**src/adx_pkg.sv**
```systemverilog
`timescale 1ns / 1ps
// ----------------------------------------------------------------------------
// adx_pkg
// Shared types and constants for the ADX trend strength block.
// ----------------------------------------------------------------------------
package adx_pkg;

  localparam int PRICE_FRACTION_BITS_DEF = 16;
  localparam int MAX_PERIOD_DEF = 64;
  localparam int EXTRA_BITS = 8;
  localparam int ACC_W = 40;
  localparam int PER_W = 7;
  localparam int THR_W = 23;
  localparam int ADX_W = 23;
  localparam int SIG_W = 2;
  localparam int CNT_W = 8;
  localparam logic [ADX_W-1:0] ADX_HUNDRED = 23'd6553600;
  localparam logic [PER_W-1:0] PERIOD_RESET = 7'd14;
  localparam logic [THR_W-1:0] THRESHOLD_RESET = 23'd1638400;

  localparam logic [0:0] REG_PERIOD = 1'b0;
  localparam logic [0:0] REG_THRESHOLD = 1'b1;

  localparam logic [SIG_W-1:0] SIG_BUY = 2'd0;
  localparam logic [SIG_W-1:0] SIG_SELL = 2'd1;
  localparam logic [SIG_W-1:0] SIG_HOLD = 2'd2;

  // one bar as held in the queue between front and back
  typedef struct packed {
    logic [31:0] bar_high;
    logic [31:0] bar_low;
    logic        in_window;
  } bar_t;

  typedef enum logic [3:0] {
    ST_IDLE,
    ST_MOVE,
    ST_DIV_P,
    ST_DIV_M,
    ST_SUM,
    ST_DIV_DX,
    ST_DIV_S,
    ST_EMIT
  } state_t;

endpackage

```
**src/adx_queue.sv**
```systemverilog
`timescale 1ns / 1ps
// ----------------------------------------------------------------------------
// adx_queue
// Two-entry bar queue between the front and the back.
// ----------------------------------------------------------------------------
module adx_queue (
  input  logic           clk,
  input  logic           rst,
  input  logic           push,
  input  adx_pkg::bar_t  push_data,
  output logic           full,
  input  logic           pop,
  output adx_pkg::bar_t  pop_data,
  output logic           empty
);

  adx_pkg::bar_t entry [2];
  logic          wr_ptr;
  logic          rd_ptr;
  logic [1:0]    count;

  assign full     = (count == 2'd2);
  assign empty    = (count == 2'd0);
  assign pop_data = entry[rd_ptr];

  always_ff @(posedge clk) begin
    if (push) begin
      entry[wr_ptr] <= push_data;
    end
  end

  always_ff @(posedge clk) begin
    if (rst) begin
      wr_ptr <= 1'b0;
      rd_ptr <= 1'b0;
      count  <= 2'd0;
    end else begin
      if (push) wr_ptr <= ~wr_ptr;
      if (pop) rd_ptr <= ~rd_ptr;
      count <= count + {1'b0, push} - {1'b0, pop};
    end
  end

`ifndef ASSERT_OFF
  a_no_overflow: assert property (@(posedge clk) disable iff (rst) full |-> !push)
    else $error("queue overflow");
  a_no_underflow: assert property (@(posedge clk) disable iff (rst) empty |-> !pop)
    else $error("queue underflow");
  a_count_range: assert property (@(posedge clk) disable iff (rst) count != 2'd3)
    else $error("queue count out of range");
`endif

endmodule

```
**config.mk**
```make
export PLATFORM = sky130hd
export DESIGN_NAME = adx_queue
export DESIGN_NICKNAME = d
export VERILOG_FILES = /design/src/adx_pkg.sv /design/src/adx_queue.sv
export SDC_FILE = /design/constraint.sdc
export NUM_CORES = 1
export LEC_CHECK = 0
export ABC_AREA = 0
export BUFFER_PORTS_ARGS = -buffer_cell sky130_fd_sc_hd__buf_2
export CAP_MARGIN = 20
export CORE_MARGIN = 2
export CORE_UTILIZATION = 56
export CTS_CLUSTER_SIZE = 28
export DETAILED_ROUTE_END_ITERATION = 12
export PLACE_DENSITY = 0.84
export SYNTH_ARGS = -nofsm -noshare
export SYNTH_HDL_FRONTEND = slang
export SYNTH_SLANG_ARGS = --single-unit
```
**constraint.sdc**
```tcl
create_clock -name clk -period 12.85 [get_ports clk]
set_input_delay 2.57 -clock clk [delete_from_list [all_inputs] [get_ports clk]]
set_output_delay 2.57 -clock clk [all_outputs]
set_load 0.03 [all_outputs]
```
After elaboration in Yosys (flattened, before gate mapping). Memories as Yosys holds them, arrays and structs flattened. A register that Yosys moved wholly into a read port is not among the register bits. Index checks and enable logic that the tools add are counted.

Register bits after elaboration: 4. RAM bits: 130. Bits of input ports: 69. Output and inout port bits: 67. Word-level logic and storage cells: 14. Memories: 1.

Memory list: entry (words 2, width 65, read ports 1, clocked after memory_dff 1, write ports 1, line adx_queue.sv:17) `adx_pkg::bar_t entry [2];`.

Add/subtract/negate cells: 2. Equality and inequality tests: 1. Mux-type cells: 4. Bitwise operators: 2. Reductions and logical operators: 1.

Operators with widths (number): $mux 1 (4); $add 2x1->2 (1); $eq 2x2->1 const B (1); $logic_not 2->1 (1); $not 1->1 (2); $sub 2x1->2 (1).

Longest topological paths before layout.
Depth after elaboration: 3. Mapped depth: 6. Mapped depth without buffers: 6.

Least setup slack after synthesis. No wires, ideal clock.

Kind: input to register. From: input port push. To: memory entry[0][0] (netlist bit), enable pin. Library setup time: 0.496 ns. Data arrival time: 5.427 ns. Data required time: 12.354 ns. Path slack: 6.927 ns. Cell stages on the path: 1. Path buffers: 0. Cell sequence: nor2b_1.

Cells in the longest elaborated chain, start to end: 2.

RTL lines: from (decl) (line adx_queue.sv:9) `input logic push,`; $mux 1 (line adx_queue.sv:27) `if (push) begin`; $mux 1 (not written as such) (line adx_queue.sv:28) `entry[wr_ptr] <= push_data;`; to (decl) (line adx_queue.sv:17).

No other way between the ends.

==> qor.csv <==
stage,metric,value,unit
status,status,"complete, no violations",
route,wl_per_cell,17.22,um
route,drtIter0Drc,123,
critical_path,critPathRequiredTime,10.28,ns
floorplanning,core,0.008806,mm^2
route,ant_nets,0,
timing,final-hold-violation-count,0,
flow_run,maxCapViolCount,0,
timing,relSlewSlack,49.62,%
route,drc,0,
power_and_ir_drop,ir_drop,120.4,uV
clocking,hold_buffers,0,
route,firstDrtPassIters,4,
clocking,path_clk_slew,0.06,ns
clocking,post_cts_buffers,0,
placed_design,place_ws,8.486,ns
placed_design,place_hpwl,5.535,mm
critical_path,worstPathMaxFanout,37,
critical_path,cp-end-kind,primary output,
floorplanning,ios,136,
timing,max_freq,214.7,MHz
global_routing,grt_pass1_vias,2682,
clocking,clock_latency,0.50,ns
timing,slew_violations,0,
placed_design,io_buffers,135,
clocking,cts_tree,yes,
yosys,synth_seq_cells,135,
floorplanning,start_util,58.06,%
placed_design,gp_congestion,0.7474,
timing,clock_skew,0.006661,ns
critical_path,path_class,reg2out,
timing,timing.final.ws_setup,8.192,ns
floorplanning,die-area,0.009909,mm^2
global_routing,grt_max_degree,66,
power_and_ir_drop,leakage,2.607,nW
global_routing,grt_usage,17.81,%
global_routing,grt_overflow,0,
floorplanning,die_w,99.55,um
yosys,synth.cell_area,0.005112,mm^2
timing,setup_tns,0,ns
min_path,hold_class,reg2reg,
yosys,ys_seq_area_share,78.32,%
critical_path,startpoint_type,register,
global_routing,antenna_found_initial,0,
finish,nets,444,
critical_path,cp.arrival,2.09,ns
route,dr_total_vias,2593,
yosys,synth_cell_types,13,
critical_path,reg2reg_slack,10.87,ns
power_and_ir_drop,powerDensity,181.3,mW/mm^2
timing,period_share,36.25,%
timing,post-route-min-period,4.658,ns
yosys,yosys_warnings,0,
power_and_ir_drop,power.total,0.001184,W
finish,final_core_util,74.13,%
global_routing,grt_pass1_wl,12.99,mm
timing,hold_slack,0.5350,ns
clocking,clockRootBuffer,clkbuf_8,
clocking,cts_sinks,135,
route,drt-vias-per-instance,5.260,
finish,area_delta_synth_final,27.68,%
floorplanning,die_h,99.55,um
route,routed_wl,8.488,mm
clocking,clockBufferDepth,2,
finish,drive_above_1_share,61.04,%
clocking,cts_max_level,4,
timing,rsz0062_at_grt,false,
yosys,synthesis.nets,294,
yosys,netlist_instances,223,
timing,setup_viol,0,
finish,antennaDiodeCount,0,
yosys,syn_avg_cell_area,22.93,um^2
timing,worst_pin_slew,0.7541,ns
clocking,numCtsBuffers,17,
clocking,post_cts_resize_count,0,
floorplanning,num_rows,34,
cell type report:
class,count,area [um^2]
fillers,524,2278
clock buffers,18,417.9
repair buffers,138,718.2
flip-flops and latches,135,4008
inverters,2,7.507
multi-input cells,79,1037
well taps,108,135.1
clock inverters,13,203.9
stage by stage:
step                instances  instance area [um^2]
global route              493                  6528
detailed placement        461                  5878
floorplan                 223                  5112
global placement          461                  5878
CTS                       492                  6500
finish                    493                  6528
where the power goes:
group / switching (W) / internal [W] / leakage (nW)
sequential: 0.0000131 / 0.000514 / 1.26
clock: 0.000170 / 0.000333 / 0.295
combinational: 0.0000905 / 0.0000635 / 1.05
synthesized netlist by cell type:
cell type,instances,area share [%]
edfxtp_1,130,76
xnor3_1,1,0.44
buf_2,1,0.098
inv_1,2,0.15
nor2_1,5,0.37
ha_1,2,0.49
nor2b_1,3,0.37
mux2_2,15,3.3
and2_1,1,0.12
buf_6,6,1.3
dfxtp_1,5,2.0
mux2_4,50,15
xnor2_1,2,0.34
critical path: stages, from the launching register on:
cell and delay (ns):
dfxtp_4 0.70, buf_16 0.29, mux2_2 0.37, buf_2 0.17
registers in the layout (all words and copies together), names as in the netlist, named ones only:
| register | count |
|---|---|
| count | 2 |
| wr_ptr | 1 |
| entry | 130 |
| rd_ptr | 1 |
per-layer routing:
layer / global-route usage [%] / up-vias / routed length, um
met2: 29.11 / 117 / 4343
met4: 8.114 / 0 / 184
met5: 0 / - / 0
met1: 21.37 / 1281 / 3335
li1: - / 1179 / -
met3: 6.395 / 16 / 625
worst paths after layout:
| kind | start | end | cells past startpoint |
|---|---|---|---|
| max reg2reg | wr_ptr$_SDFFE_PP0P_ | entry[1][56]$_DFFE_PP_ | 2 |
| min reg2reg | rd_ptr$_SDFFE_PP0P_ | register | 2 |
| min | rd_ptr$_SDFFE_PP0P_ | register | 2 |
| max | register | pop_data[3] | 3 |
cell usage in the layout, fill, tap and decap left out:
master      count
dfxtp_1         4
clkbuf_16      16
clkbuf_1        1
nor2b_1         2
clkinv_2        2
inv_6           1
buf_4           2
buf_2         135
clkinv_4        1
clkinv_1        1
inv_1           2
xnor2_1         2
mux2_4         50
edfxtp_1      130
mux2_2         15
dfxtp_4         1
buf_16          1
and2_2          1
clkbuf_8        1
clkinvlp_4      3
xnor3_1         1
nor2b_4         1
bufinv_16       5
nor2_1          5
ha_1            2
cells by family after synthesis:
group | count (synthesis) | synth area share (%)
XOR/XNOR | 3 | 0.7832
adder cells (fa/ha/maj) | 2 | 0.4894
buffers and inverters | 9 | 1.566
flip-flops | 135 | 78.32
multiplexers | 65 | 17.99
AND/OR/NAND/NOR | 9 | 0.8567
Power figures use the tool's default switching activity.
