===== src/adx_pkg.sv =====
`timescale 1ns / 1ps
// ----------------------------------------------------------------------------
// adx_pkg
// Shared types and constants for the ADX trend strength block.
// ----------------------------------------------------------------------------
package adx_pkg;

  localparam int PRICE_FRACTION_BITS_DEF = 16;
  localparam int MAX_PERIOD_DEF = 64;
  localparam int EXTRA_BITS = 8;
  localparam int ACC_W = 40;
  localparam int PER_W = 7;
  localparam int THR_W = 23;
  localparam int ADX_W = 23;
  localparam int SIG_W = 2;
  localparam int CNT_W = 8;
  localparam logic [ADX_W-1:0] ADX_HUNDRED = 23'd6553600;
  localparam logic [PER_W-1:0] PERIOD_RESET = 7'd14;
  localparam logic [THR_W-1:0] THRESHOLD_RESET = 23'd1638400;

  localparam logic [0:0] REG_PERIOD = 1'b0;
  localparam logic [0:0] REG_THRESHOLD = 1'b1;

  localparam logic [SIG_W-1:0] SIG_BUY = 2'd0;
  localparam logic [SIG_W-1:0] SIG_SELL = 2'd1;
  localparam logic [SIG_W-1:0] SIG_HOLD = 2'd2;

  // one bar as held in the queue between front and back
  typedef struct packed {
    logic [31:0] bar_high;
    logic [31:0] bar_low;
    logic        in_window;
  } bar_t;

  typedef enum logic [3:0] {
    ST_IDLE,
    ST_MOVE,
    ST_DIV_P,
    ST_DIV_M,
    ST_SUM,
    ST_DIV_DX,
    ST_DIV_S,
    ST_EMIT
  } state_t;

endpackage


===== src/adx_divider.sv =====
`timescale 1ns / 1ps
// ----------------------------------------------------------------------------
// adx_divider
// Shared restoring divider, one quotient bit per cycle.
// ----------------------------------------------------------------------------
module adx_divider #(
  parameter int NUM_W = 64,
  parameter int DEN_W = 41
) (
  input  logic             clk,
  input  logic             rst,
  input  logic             start,
  input  logic [NUM_W-1:0] numer,
  input  logic [DEN_W-1:0] denom,
  output logic             done,
  output logic [NUM_W-1:0] quot
);

  localparam int CW = $clog2(NUM_W + 1);

  logic [NUM_W-1:0] q;
  logic [DEN_W-1:0] rem;
  logic [DEN_W-1:0] den;
  logic [CW-1:0]    cnt;
  logic             busy;
  logic [DEN_W:0]   trial;

  assign trial = {rem, q[NUM_W-1]} - {1'b0, den};
  assign quot  = q;

  always_ff @(posedge clk) begin
    if (rst) begin
      busy <= 1'b0;
      done <= 1'b0;
      cnt  <= '0;
    end else begin
      done <= 1'b0;
      if (start) begin
        busy <= 1'b1;
        cnt  <= CW'(NUM_W);
      end else if (busy) begin
        cnt <= cnt - 1'b1;
        if (cnt == CW'(1)) begin
          busy <= 1'b0;
          done <= 1'b1;
        end
      end
    end
  end

  always_ff @(posedge clk) begin
    if (start) begin
      q   <= numer;
      rem <= '0;
      den <= denom;
    end else if (busy) begin
      if (!trial[DEN_W]) begin
        rem <= trial[DEN_W-1:0];
        q   <= {q[NUM_W-2:0], 1'b1};
      end else begin
        rem <= {rem[DEN_W-2:0], q[NUM_W-1]};
        q   <= {q[NUM_W-2:0], 1'b0};
      end
    end
  end

endmodule


===== src/adx_back.sv =====
`timescale 1ns / 1ps
// ----------------------------------------------------------------------------
// adx_back
// Smoothing engine: directional movement, DX and ADX over a shared divider.
// ----------------------------------------------------------------------------
module adx_back #(
  parameter int MAX_PERIOD = adx_pkg::MAX_PERIOD_DEF
) (
  input  logic                       clk,
  input  logic                       rst,
  input  logic                       bar_valid,
  input  adx_pkg::bar_t              bar,
  output logic                       bar_pop,
  input  logic [adx_pkg::PER_W-1:0]  period_length,
  input  logic [adx_pkg::THR_W-1:0]  trend_threshold,
  output logic                       res_valid,
  input  logic                       res_ready,
  output logic [adx_pkg::ADX_W-1:0]  adx_value,
  output logic [adx_pkg::SIG_W-1:0]  trade_signal
);

  localparam int AW = adx_pkg::ACC_W;
  localparam int NW = 64;
  localparam int DW = AW + 1;
  localparam int PW = adx_pkg::PER_W;
  localparam logic [AW-1:0] ACC_MAX = '1;
  localparam int MAXP = (MAX_PERIOD > 127) ? 127 : MAX_PERIOD;

  adx_pkg::state_t state, state_next;

  logic [31:0]      last_high, last_low;
  logic             have_prev;
  logic [7:0]       bar_count;
  logic [AW-1:0]    s_plus, s_minus, s_dx;
  logic [AW-1:0]    dp, dm;
  logic [PW-1:0]    n;
  logic             seed_mv, seed_dx;
  logic [7:0]       cnt_new;
  logic             emit_go;

  logic             div_start, div_done;
  logic [NW-1:0]    div_num, div_quot;
  logic [DW-1:0]    div_den;
  logic [AW:0]      sum;
  logic [AW-1:0]    diff;
  logic [AW-1:0]    adx_full;
  logic [adx_pkg::ADX_W-1:0] adx_sat;

  // effective period, clamped
  always_comb begin
    if (period_length < PW'(2)) n = PW'(2);
    else if (period_length > PW'(MAXP)) n = PW'(MAXP);
    else n = period_length;
  end

  assign cnt_new = (bar_count == 8'd255) ? bar_count : bar_count + 8'd1;
  assign seed_mv = {1'b0, cnt_new} < {2'b0, n};
  assign seed_dx = {1'b0, cnt_new} < ({1'b0, n, 1'b0} - 9'd1);

  assign dp = (bar.bar_high > last_high)
            ? AW'(bar.bar_high - last_high) << adx_pkg::EXTRA_BITS : '0;
  assign dm = (last_low > bar.bar_low)
            ? AW'(last_low - bar.bar_low) << adx_pkg::EXTRA_BITS : '0;

  assign sum  = {1'b0, s_plus} + {1'b0, s_minus};
  assign diff = (s_plus > s_minus) ? s_plus - s_minus : s_minus - s_plus;

  assign emit_go = !res_valid || res_ready;

  function automatic logic [NW-1:0] wilder_num(logic [AW-1:0] old, logic [AW-1:0] val,
                                               logic [PW-1:0] nn, logic seed);
    logic [NW-1:0] prod;
    begin
      prod = NW'(old) * NW'(nn - PW'(1));
      wilder_num = seed ? NW'(val) : prod + NW'(val);
    end
  endfunction

  function automatic logic [AW-1:0] wilder_res(logic [AW-1:0] old, logic [NW-1:0] q,
                                               logic seed);
    logic [NW-1:0] t;
    begin
      t = seed ? NW'(old) + q : q;
      wilder_res = (t > NW'(ACC_MAX)) ? ACC_MAX : t[AW-1:0];
    end
  endfunction

  adx_divider #(.NUM_W(NW), .DEN_W(DW)) u_div (
    .clk   (clk),
    .rst   (rst),
    .start (div_start),
    .numer (div_num),
    .denom (div_den),
    .done  (div_done),
    .quot  (div_quot)
  );

  assign adx_full = s_dx >> adx_pkg::EXTRA_BITS;
  assign adx_sat  = (adx_full > AW'(adx_pkg::ADX_HUNDRED))
                  ? adx_pkg::ADX_HUNDRED : adx_full[adx_pkg::ADX_W-1:0];

  always_comb begin
    state_next = state;
    bar_pop    = 1'b0;
    div_start  = 1'b0;
    div_num    = '0;
    div_den    = DW'(n);
    unique case (state)
      adx_pkg::ST_IDLE: begin
        if (bar_valid) begin
          state_next = have_prev ? adx_pkg::ST_MOVE : adx_pkg::ST_EMIT;
        end
      end
      adx_pkg::ST_MOVE: begin
        div_start  = 1'b1;
        div_num    = wilder_num(s_plus, dp, n, seed_mv);
        state_next = adx_pkg::ST_DIV_P;
      end
      adx_pkg::ST_DIV_P: begin
        if (div_done) begin
          div_start  = 1'b1;
          div_num    = wilder_num(s_minus, dm, n, seed_mv);
          state_next = adx_pkg::ST_DIV_M;
        end
      end
      adx_pkg::ST_DIV_M: begin
        if (div_done) state_next = adx_pkg::ST_SUM;
      end
      adx_pkg::ST_SUM: begin
        if (sum == '0) begin
          state_next = adx_pkg::ST_DIV_S;
          div_start  = 1'b1;
          div_num    = wilder_num(s_dx, '0, n, seed_dx);
        end else begin
          div_start  = 1'b1;
          div_num    = NW'(diff) * NW'(adx_pkg::ADX_HUNDRED);
          div_den    = sum;
          state_next = adx_pkg::ST_DIV_DX;
        end
      end
      adx_pkg::ST_DIV_DX: begin
        if (div_done) begin
          div_start  = 1'b1;
          div_num    = wilder_num(s_dx, AW'(div_quot) << adx_pkg::EXTRA_BITS, n, seed_dx);
          state_next = adx_pkg::ST_DIV_S;
        end
      end
      adx_pkg::ST_DIV_S: begin
        if (div_done) state_next = adx_pkg::ST_EMIT;
      end
      adx_pkg::ST_EMIT: begin
        if (emit_go) begin
          bar_pop    = 1'b1;
          state_next = adx_pkg::ST_IDLE;
        end
      end
      default: state_next = adx_pkg::ST_IDLE;
    endcase
  end

  always_ff @(posedge clk) begin
    if (rst) begin
      state     <= adx_pkg::ST_IDLE;
      have_prev <= 1'b0;
      bar_count <= '0;
      last_high <= '0;
      last_low  <= '0;
      s_plus    <= '0;
      s_minus   <= '0;
      s_dx      <= '0;
      res_valid <= 1'b0;
    end else begin
      state <= state_next;
      if ((state == adx_pkg::ST_EMIT) && emit_go) res_valid <= bar.in_window;
      else if (res_ready) res_valid <= 1'b0;
      unique case (state)
        adx_pkg::ST_DIV_P: if (div_done) s_plus <= wilder_res(s_plus, div_quot, seed_mv);
        adx_pkg::ST_DIV_M: if (div_done) s_minus <= wilder_res(s_minus, div_quot, seed_mv);
        adx_pkg::ST_DIV_S: if (div_done) s_dx <= wilder_res(s_dx, div_quot, seed_dx);
        adx_pkg::ST_EMIT: begin
          if (emit_go) begin
            if (have_prev) bar_count <= cnt_new;
            have_prev <= 1'b1;
            last_high <= bar.bar_high;
            last_low  <= bar.bar_low;
            if (bar.in_window) begin
              adx_value <= adx_sat;
              if (adx_sat > trend_threshold) trade_signal <= adx_pkg::SIG_BUY;
              else if (adx_sat < trend_threshold) trade_signal <= adx_pkg::SIG_SELL;
              else trade_signal <= adx_pkg::SIG_HOLD;
            end
          end
        end
        default: ;
      endcase
    end
  end

`ifndef ASSERT_OFF
  a_pop_once: assert property (@(posedge clk) disable iff (rst)
    bar_pop |=> !bar_pop)
    else $error("bar popped twice");
  a_pop_nonempty: assert property (@(posedge clk) disable iff (rst)
    bar_pop |-> bar_valid)
    else $error("pop from empty queue");
  a_adx_range: assert property (@(posedge clk) disable iff (rst)
    res_valid |-> adx_value <= adx_pkg::ADX_HUNDRED)
    else $error("adx out of range");
`endif

endmodule


===== config.mk =====
export PLATFORM = sky130hd
export DESIGN_NAME = adx_back
export DESIGN_NICKNAME = d
export VERILOG_FILES = /design/src/adx_pkg.sv /design/src/adx_divider.sv /design/src/adx_back.sv
export SDC_FILE = /design/constraint.sdc
export NUM_CORES = 2
export LEC_CHECK = 0
export ABC_CLOCK_PERIOD_IN_PS = 12770
export BUFFER_PORTS_ARGS = -buffer_cell sky130_fd_sc_hd__buf_2
export CAP_MARGIN = 20
export CORE_UTILIZATION = 53
export DETAILED_ROUTE_END_ITERATION = 12
export PLACE_DENSITY = 0.66
export SYNTH_ARGS = -nofsm -noshare
export SYNTH_HDL_FRONTEND = slang
export SYNTH_SLANG_ARGS = --single-unit

===== constraint.sdc =====
create_clock -name clk -period 12.77 [get_ports clk]
set_input_delay 1.277 -clock clk [delete_from_list [all_inputs] [get_ports clk]]
set_output_delay 1.277 -clock clk [all_outputs]
set_load 0.05 [all_outputs]

# After elaboration in Yosys (flattened, before gate mapping)
# Cells that the tools add are included.
[word_totals]
regBits = 378
latchBits = 0
ram_bits = 0
mem_bits_ro = 0
inputBits = 99
out_inout_bits = 27
elab_cells = 138
mem_count = 0
[classes]
n_addsub = 16
multipliers = 4
n_div = 0
order_cmp = 13
n_eq_ne = 15
shift = 0
n_mux = 49
bitwise_logic = 3
reduce_logical = 19
[op_table]
columns = ["operator", "n"]
rows = [
  ["$mux W64", 12],
  ["$pmux W64 S4", 1],
  ["$mux W40", 6],
  ["$add A40 B64 Y64", 3],
  ["$gt A64 B40 Y1 const B", 3],
  ["$add A64 B40 Y64", 2],
  ["$mul A40 B64 Y64", 2],
  ["$sub A40 B40 Y40", 2],
  ["$gt A32 B32 Y1", 2],
  ["$sub A32 B32 Y32", 2],
  ["$add A49 B41 Y50", 1],
  ["$mul A41 B8 Y49", 1],
  ["$mul A40 B5 Y45 const B", 1],
  ["$mux W7", 6],
  ["$sub A42 B41 Y42", 1],
  ["$add A40 B40 Y41", 1],
  ["$logic_not A41 Y1", 1],
  ["$mux W41", 1],
  ["$gt A40 B40 Y1", 1],
  ["$gt A32 B23 Y1 const B", 1],
  ["$pmux W4 S8", 1],
  ["$mux W4", 6],
  ["$gt A23 B23 Y1", 1],
  ["$lt A23 B23 Y1", 1],
  ["other kinds (33)", 60],
]

# Logic depth before layout (Yosys ltp)
[depth]
ltp_word = 10
mapped_depth = 44
mapped_depth_nobuf = 40

# By module
# A second synthesis with hierarchy kept.
[hier_totals]
cells_unflattened = 11302
area_unflattened_um2 = 94323.0
[by_module_without_submodules]
columns = ["module", "instances", "cells_per_inst", "area_each_um2", "seq_area_each_um2"]
rows = [
  ["adx_back", 1, 10481, 85689.7, 4694.5],
  ["adx_divider", 1, 821, 8633.3, 4154.0],
]

# Worst setup path before layout
# Ideal clock, no wire load.
[synth_path]
path_kind = "input-to-reg"
from = "input period_length[2] in the netlist's numbering"
to = "register u_div.q[44] (netlist: u_div.quot[44]), data pin"
setup_ps = 270
arrival_ps = 10496
required_time_ps = 12500
slack_ps = 2005
path_stages = 39
path_buffers = 4
path_cell_list = "nor3_1 -> nand2b_1 -> nor2_1 -> or2_2 -> clkbuf_1 -> clkbuf_1 -> ha_1 -> nand3_1 -> xor2_1 -> clkinv_1 -> clkbuf_1 -> nor2_1 -> fa_1 -> fa_1 -> fa_1 -> inv_1 -> fa_1 -> inv_1 -> (+3 left out) -> inv_1 -> fa_1 -> inv_1 -> ha_1 -> clkbuf_1 -> a21o_1 -> a21o_1 -> a21oi_1 -> o21ai_0 -> a311o_1 -> a41o_1 -> a221oi_1 -> o21ai_0 -> a21o_1 -> a221oi_2 -> xnor2_1 -> a221oi_1 -> a31oi_1"
[synth_between]
elab_chain_cells = 10
word_cells_on_any_way = 23
classes_between = "add/sub: 5; mul: 3; order compare: 4; mux: 11"
[synth_lines]
columns = ["item", "line", "source"]
rows = [
  ["start: declaration", "adx_back.sv:14", "input logic [adx_pkg::PER_W-1:0] period_length,"],
  ["$gt A7 B7 Y1", "adx_back.sv:52", "else if (period_length > PW'(MAXP)) n = PW'(MAXP);"],
  ["$mux W7", "adx_back.sv:52", ""],
  ["$mux W7 (*)", "adx_back.sv:51", "if (period_length < PW'(2)) n = PW'(2);"],
  ["$sub A7 B1 Y8", "adx_back.sv:74", "prod = NW'(old) * NW'(nn - PW'(1));"],
  ["$mul A40 B64 Y64 or $mul A41 B8 Y49 (tied branches)", "adx_back.sv:74", ""],
  ["$add A64 B40 Y64 or $add A49 B41 Y50 (tied branches)", "adx_back.sv:75", "wilder_num = seed ? NW'(val) : prod + NW'(val);"],
  ["$mux W64", "adx_back.sv:75", ""],
  ["$mux W64, on equally long branches", "adx_back.sv:120, adx_back.sv:142", ""],
  ["$pmux W64 S4 (*)", "adx_back.sv:108", "unique case (state)"],
  ["$mux W64 (*)", "adx_divider.sv:52", "if (start) begin"],
  ["end signal: assignment", "adx_divider.sv:53", "q <= numer;"],
  ["end signal: assignment", "adx_divider.sv:59", "q <= {q[NUM_W-2:0], 1'b1};"],
  ["end signal: assignment", "adx_divider.sv:62", "q <= {q[NUM_W-2:0], 1'b0};"],
  ["end: declaration", "adx_divider.sv:21", "logic [NUM_W-1:0] q;"],
]
# Mark *: on every way between the ends. The rest lies on a longest branch, timed or not.
# A chain may end at the register's enable or synchronous reset.

# Final worst setup path
[layout_path]
from = "input period_length[2] in the netlist's numbering"
to = "register u_div.q[19] (netlist: u_div.quot[19]), data pin"
# The elaborated chain is that of the path after synthesis.

==> flow_metrics.py <==
metrics = {
    "yosys": {
        "synthCells": 11270,
        "yosys_warnings": 0,
        "yosys.area.top_type_share": 0.2889,
        "yosysUniqueCellTypes": 119,
        "synthFlopType": "dfxtp_1",
        "syn_area_per_cell_um2": 8.276,
        "synth_edf_count": 130,
        "ys_seq_area_frac": 0.09487,
        "ys_ff_latch": 377,
        "synth.most_common_cell": "inv_1",
        "synthTopCellsByCount": "inv_1, fa_1, ha_1, nand2_1, nor2_1",
        "async_reset_ff_frac": 0,
        "yosysTopAreaCell": "fa_1",
        "syn_area_mm2": 0.09327,
        "synth_area_leaders": "fa_1, ha_1, inv_1",
    },
    "setup_path": {
        "cp_max_fo": 42,
        "cp-end-kind": "flip-flop",
        "cp_data_required_time_ps": 13270,
        "critical_path_class": "in -> reg",
        "cp_data_arrival_time_ps": 11870,
        "reg2reg_slack_ps": 1740,
        "cp-start-kind": "input pin",
        "crit_slowest_cell": "a2111oi_0",
        "worst_path_largest_cell_delay_ps": 1160,
        "cpMostUsedCell": "fa_1",
    },
    "finish": {
        "fillCellCount": 16150,
        "area_delta_synth_final_pct": 6.706,
        "fin_nets": 13870,
        "drive_gt1_frac": 0.04656,
    },
    "grt": {
        "gr-usage-all-layers": 0.4218,
        "met3_usage": 0.1061,
        "grt_pass1_vias": 86300,
        "grt_max_degree": 101,
        "grt.overflow.total": 0,
        "grt_pass1_wl_um": 556500,
        "grt_use_met2": 0.6454,
        "grt_antenna_before_repair": 42,
        "grtUsageMet1": 0.5467,
        "busiest_layer": "met2",
    },
    "placement": {
        "numPortBuffers": 125,
        "hpwl_um": 313900,
        "place_congestion": 1.083,
    },
    "timing": {
        "final-hold-violation-count": 0,
        "drv_slew": 0,
        "fin_crit_ps": 11370,
        "timing.final.crit_share": 0.8901,
        "slew_headroom": 0.09590,
        "tightest_slew_ps": 1342,
        "setup_violations": 0,
        "rsz0062_at_grt": "no",
        "setup-tns-final_ps": 0,
        "skew_ps": 76.11,
        "fmax_mhz": 87.98,
    },
    "floorplanning": {
        "die-area_mm2": 0.1777,
        "rows": 153,
        "coreArea_mm2": 0.1744,
        "io_pins": 126,
        "start_util": 0.5348,
        "die_w_um": 421.5,
        "chipHeight_um": 421.5,
    },
    "routing": {
        "avgRoutedWirePerCell_um": 27.35,
        "drt_iter0_markers": 8707,
        "wl_um": 376800,
        "first_pass_iters": 7,
        "drc_errors": 0,
        "antenna_left": 0,
        "vias_per_cell": 6.156,
        "num_vias": 84830,
    },
    "clock_network": {
        "tritoncts": "yes",
        "cts_made_buffers": 55,
        "hold_buffers": 0,
        "ctsLongestPathBuffers": 3,
        "cts_resized": 0,
        "worstSkewPairLatency_ps": 760,
        "cts_sinks": 377,
        "clkTransAtPathRegs_ps": 60,
        "htreeDepth": 2,
        "cts_setup_buffers": 0,
        "cts_root_buf": "clkbuf_16",
    },
    "outcome": {
        "outcome": "finished clean",
    },
    "flow_run": {
        "drv_cap": 0,
    },
    "hold_path": {
        "hold_class": "reg -> reg",
    },
}
## sequential cells by signal, summed over array words and instances (netlist names)
register	flops
last_high	32
state	3
adx_value	23
u_div.rem	41
u_div.done	1
have_prev	1
res_valid	1
s_dx	40
u_div.quot	64
trade_signal	2
last_low	32
u_div.cnt	7
s_minus	40
bar_count	8
s_plus	40
u_div.den	41
u_div.busy	1
## routing by layer
layer / share of wire / vias to the layer above
li1: - / 37360
met1: 0.39 / 42210
met2: 0.43 / 4267
met3: 0.11 / 963
met4: 0.064 / 30
met5: 0.00062 / -
## cells by family after synthesis
| logic type | count (synthesis) | share of synthesized area |
|---|---|---|
| buf+inv | 2410 | 0.09827 |
| fa+ha+maj | 2367 | 0.4259 |
| compound gates | 2570 | 0.1777 |
| simple gates | 2999 | 0.1510 |
| other cells | 2 | 0.00008052 |
| flops | 377 | 0.09487 |
| xor+xnor | 477 | 0.04487 |
| mux | 67 | 0.007298 |
## cell type report
cell class | count | area [um^2] | share of cell area
diodes | 7 | 17.52 | 0.0001760
flip-flops and latches | 377 | 8850 | 0.08892
multi-input cells | 8688 | 76250 | 0.7662
clock inverters | 34 | 442.9 | 0.004451
clock buffers | 70 | 1526 | 0.01534
inverters | 1977 | 7425 | 0.07460
well taps | 2325 | 2909 | 0.02923
repair buffers | 302 | 2097 | 0.02107
## final timing paths
path,startpoint,endpoint,cells after the start
worst max register to register,s_plus[29],u_div.quot[61],28
worst min register to register,last_high[22],last_high[22],2
worst min-delay path,last_high[22],last_high[22],2
worst max-delay path,period_length[2],u_div.quot[19],34
## stage by stage
step,worst slack [ps],hold WS (ps),area [um^2],instances,utilization
after global placement,1064,441.1,97460,13660,0.5589
after CTS,1659,453.5,99470,13770,0.5704
final,1404,450.7,99520,13780,0.5707
after global routing,685.8,467.6,99510,13780,0.5706
after floorplan,2005,436.3,94040,11480,-
after detailed placement,880.6,446.7,97500,13670,0.5591
## critical path: cells and delay by family
| kind | cells | cell delay, ps |
|---|---|---|
| fa+ha+maj | 10 | 4270 |
| xor+xnor | 1 | 220 |
| simple gates | 7 | 1810 |
| compound gates | 9 | 3250 |
| buf+inv | 7 | 1000 |
## placed cells by master, fill, tap and decap left out, types with 59 or more instances in the layout
master / count
xnor2_1: 308
inv_1: 1958
dfxtp_1: 246
conb_1: 208
o21a_1: 63
a221oi_1: 94
and3_1: 70
ha_1: 1020
a31oi_1: 78
edfxtp_1: 130
nor2b_1: 118
buf_2: 125
buf_4: 163
nand4_1: 116
nor3_1: 121
a21o_1: 272
o21bai_1: 105
mux2i_1: 59
nand2b_1: 116
and2_1: 287
fa_1: 1346
nand2_1: 944
nor2_1: 895
nand3_1: 128
a211oi_1: 137
o21ai_0: 468
a21oi_1: 887
xor2_1: 162
Power is left out: the tool's default activity adds up to more than one toggle a clock period on the data nets, which glitch-free logic cannot reach.
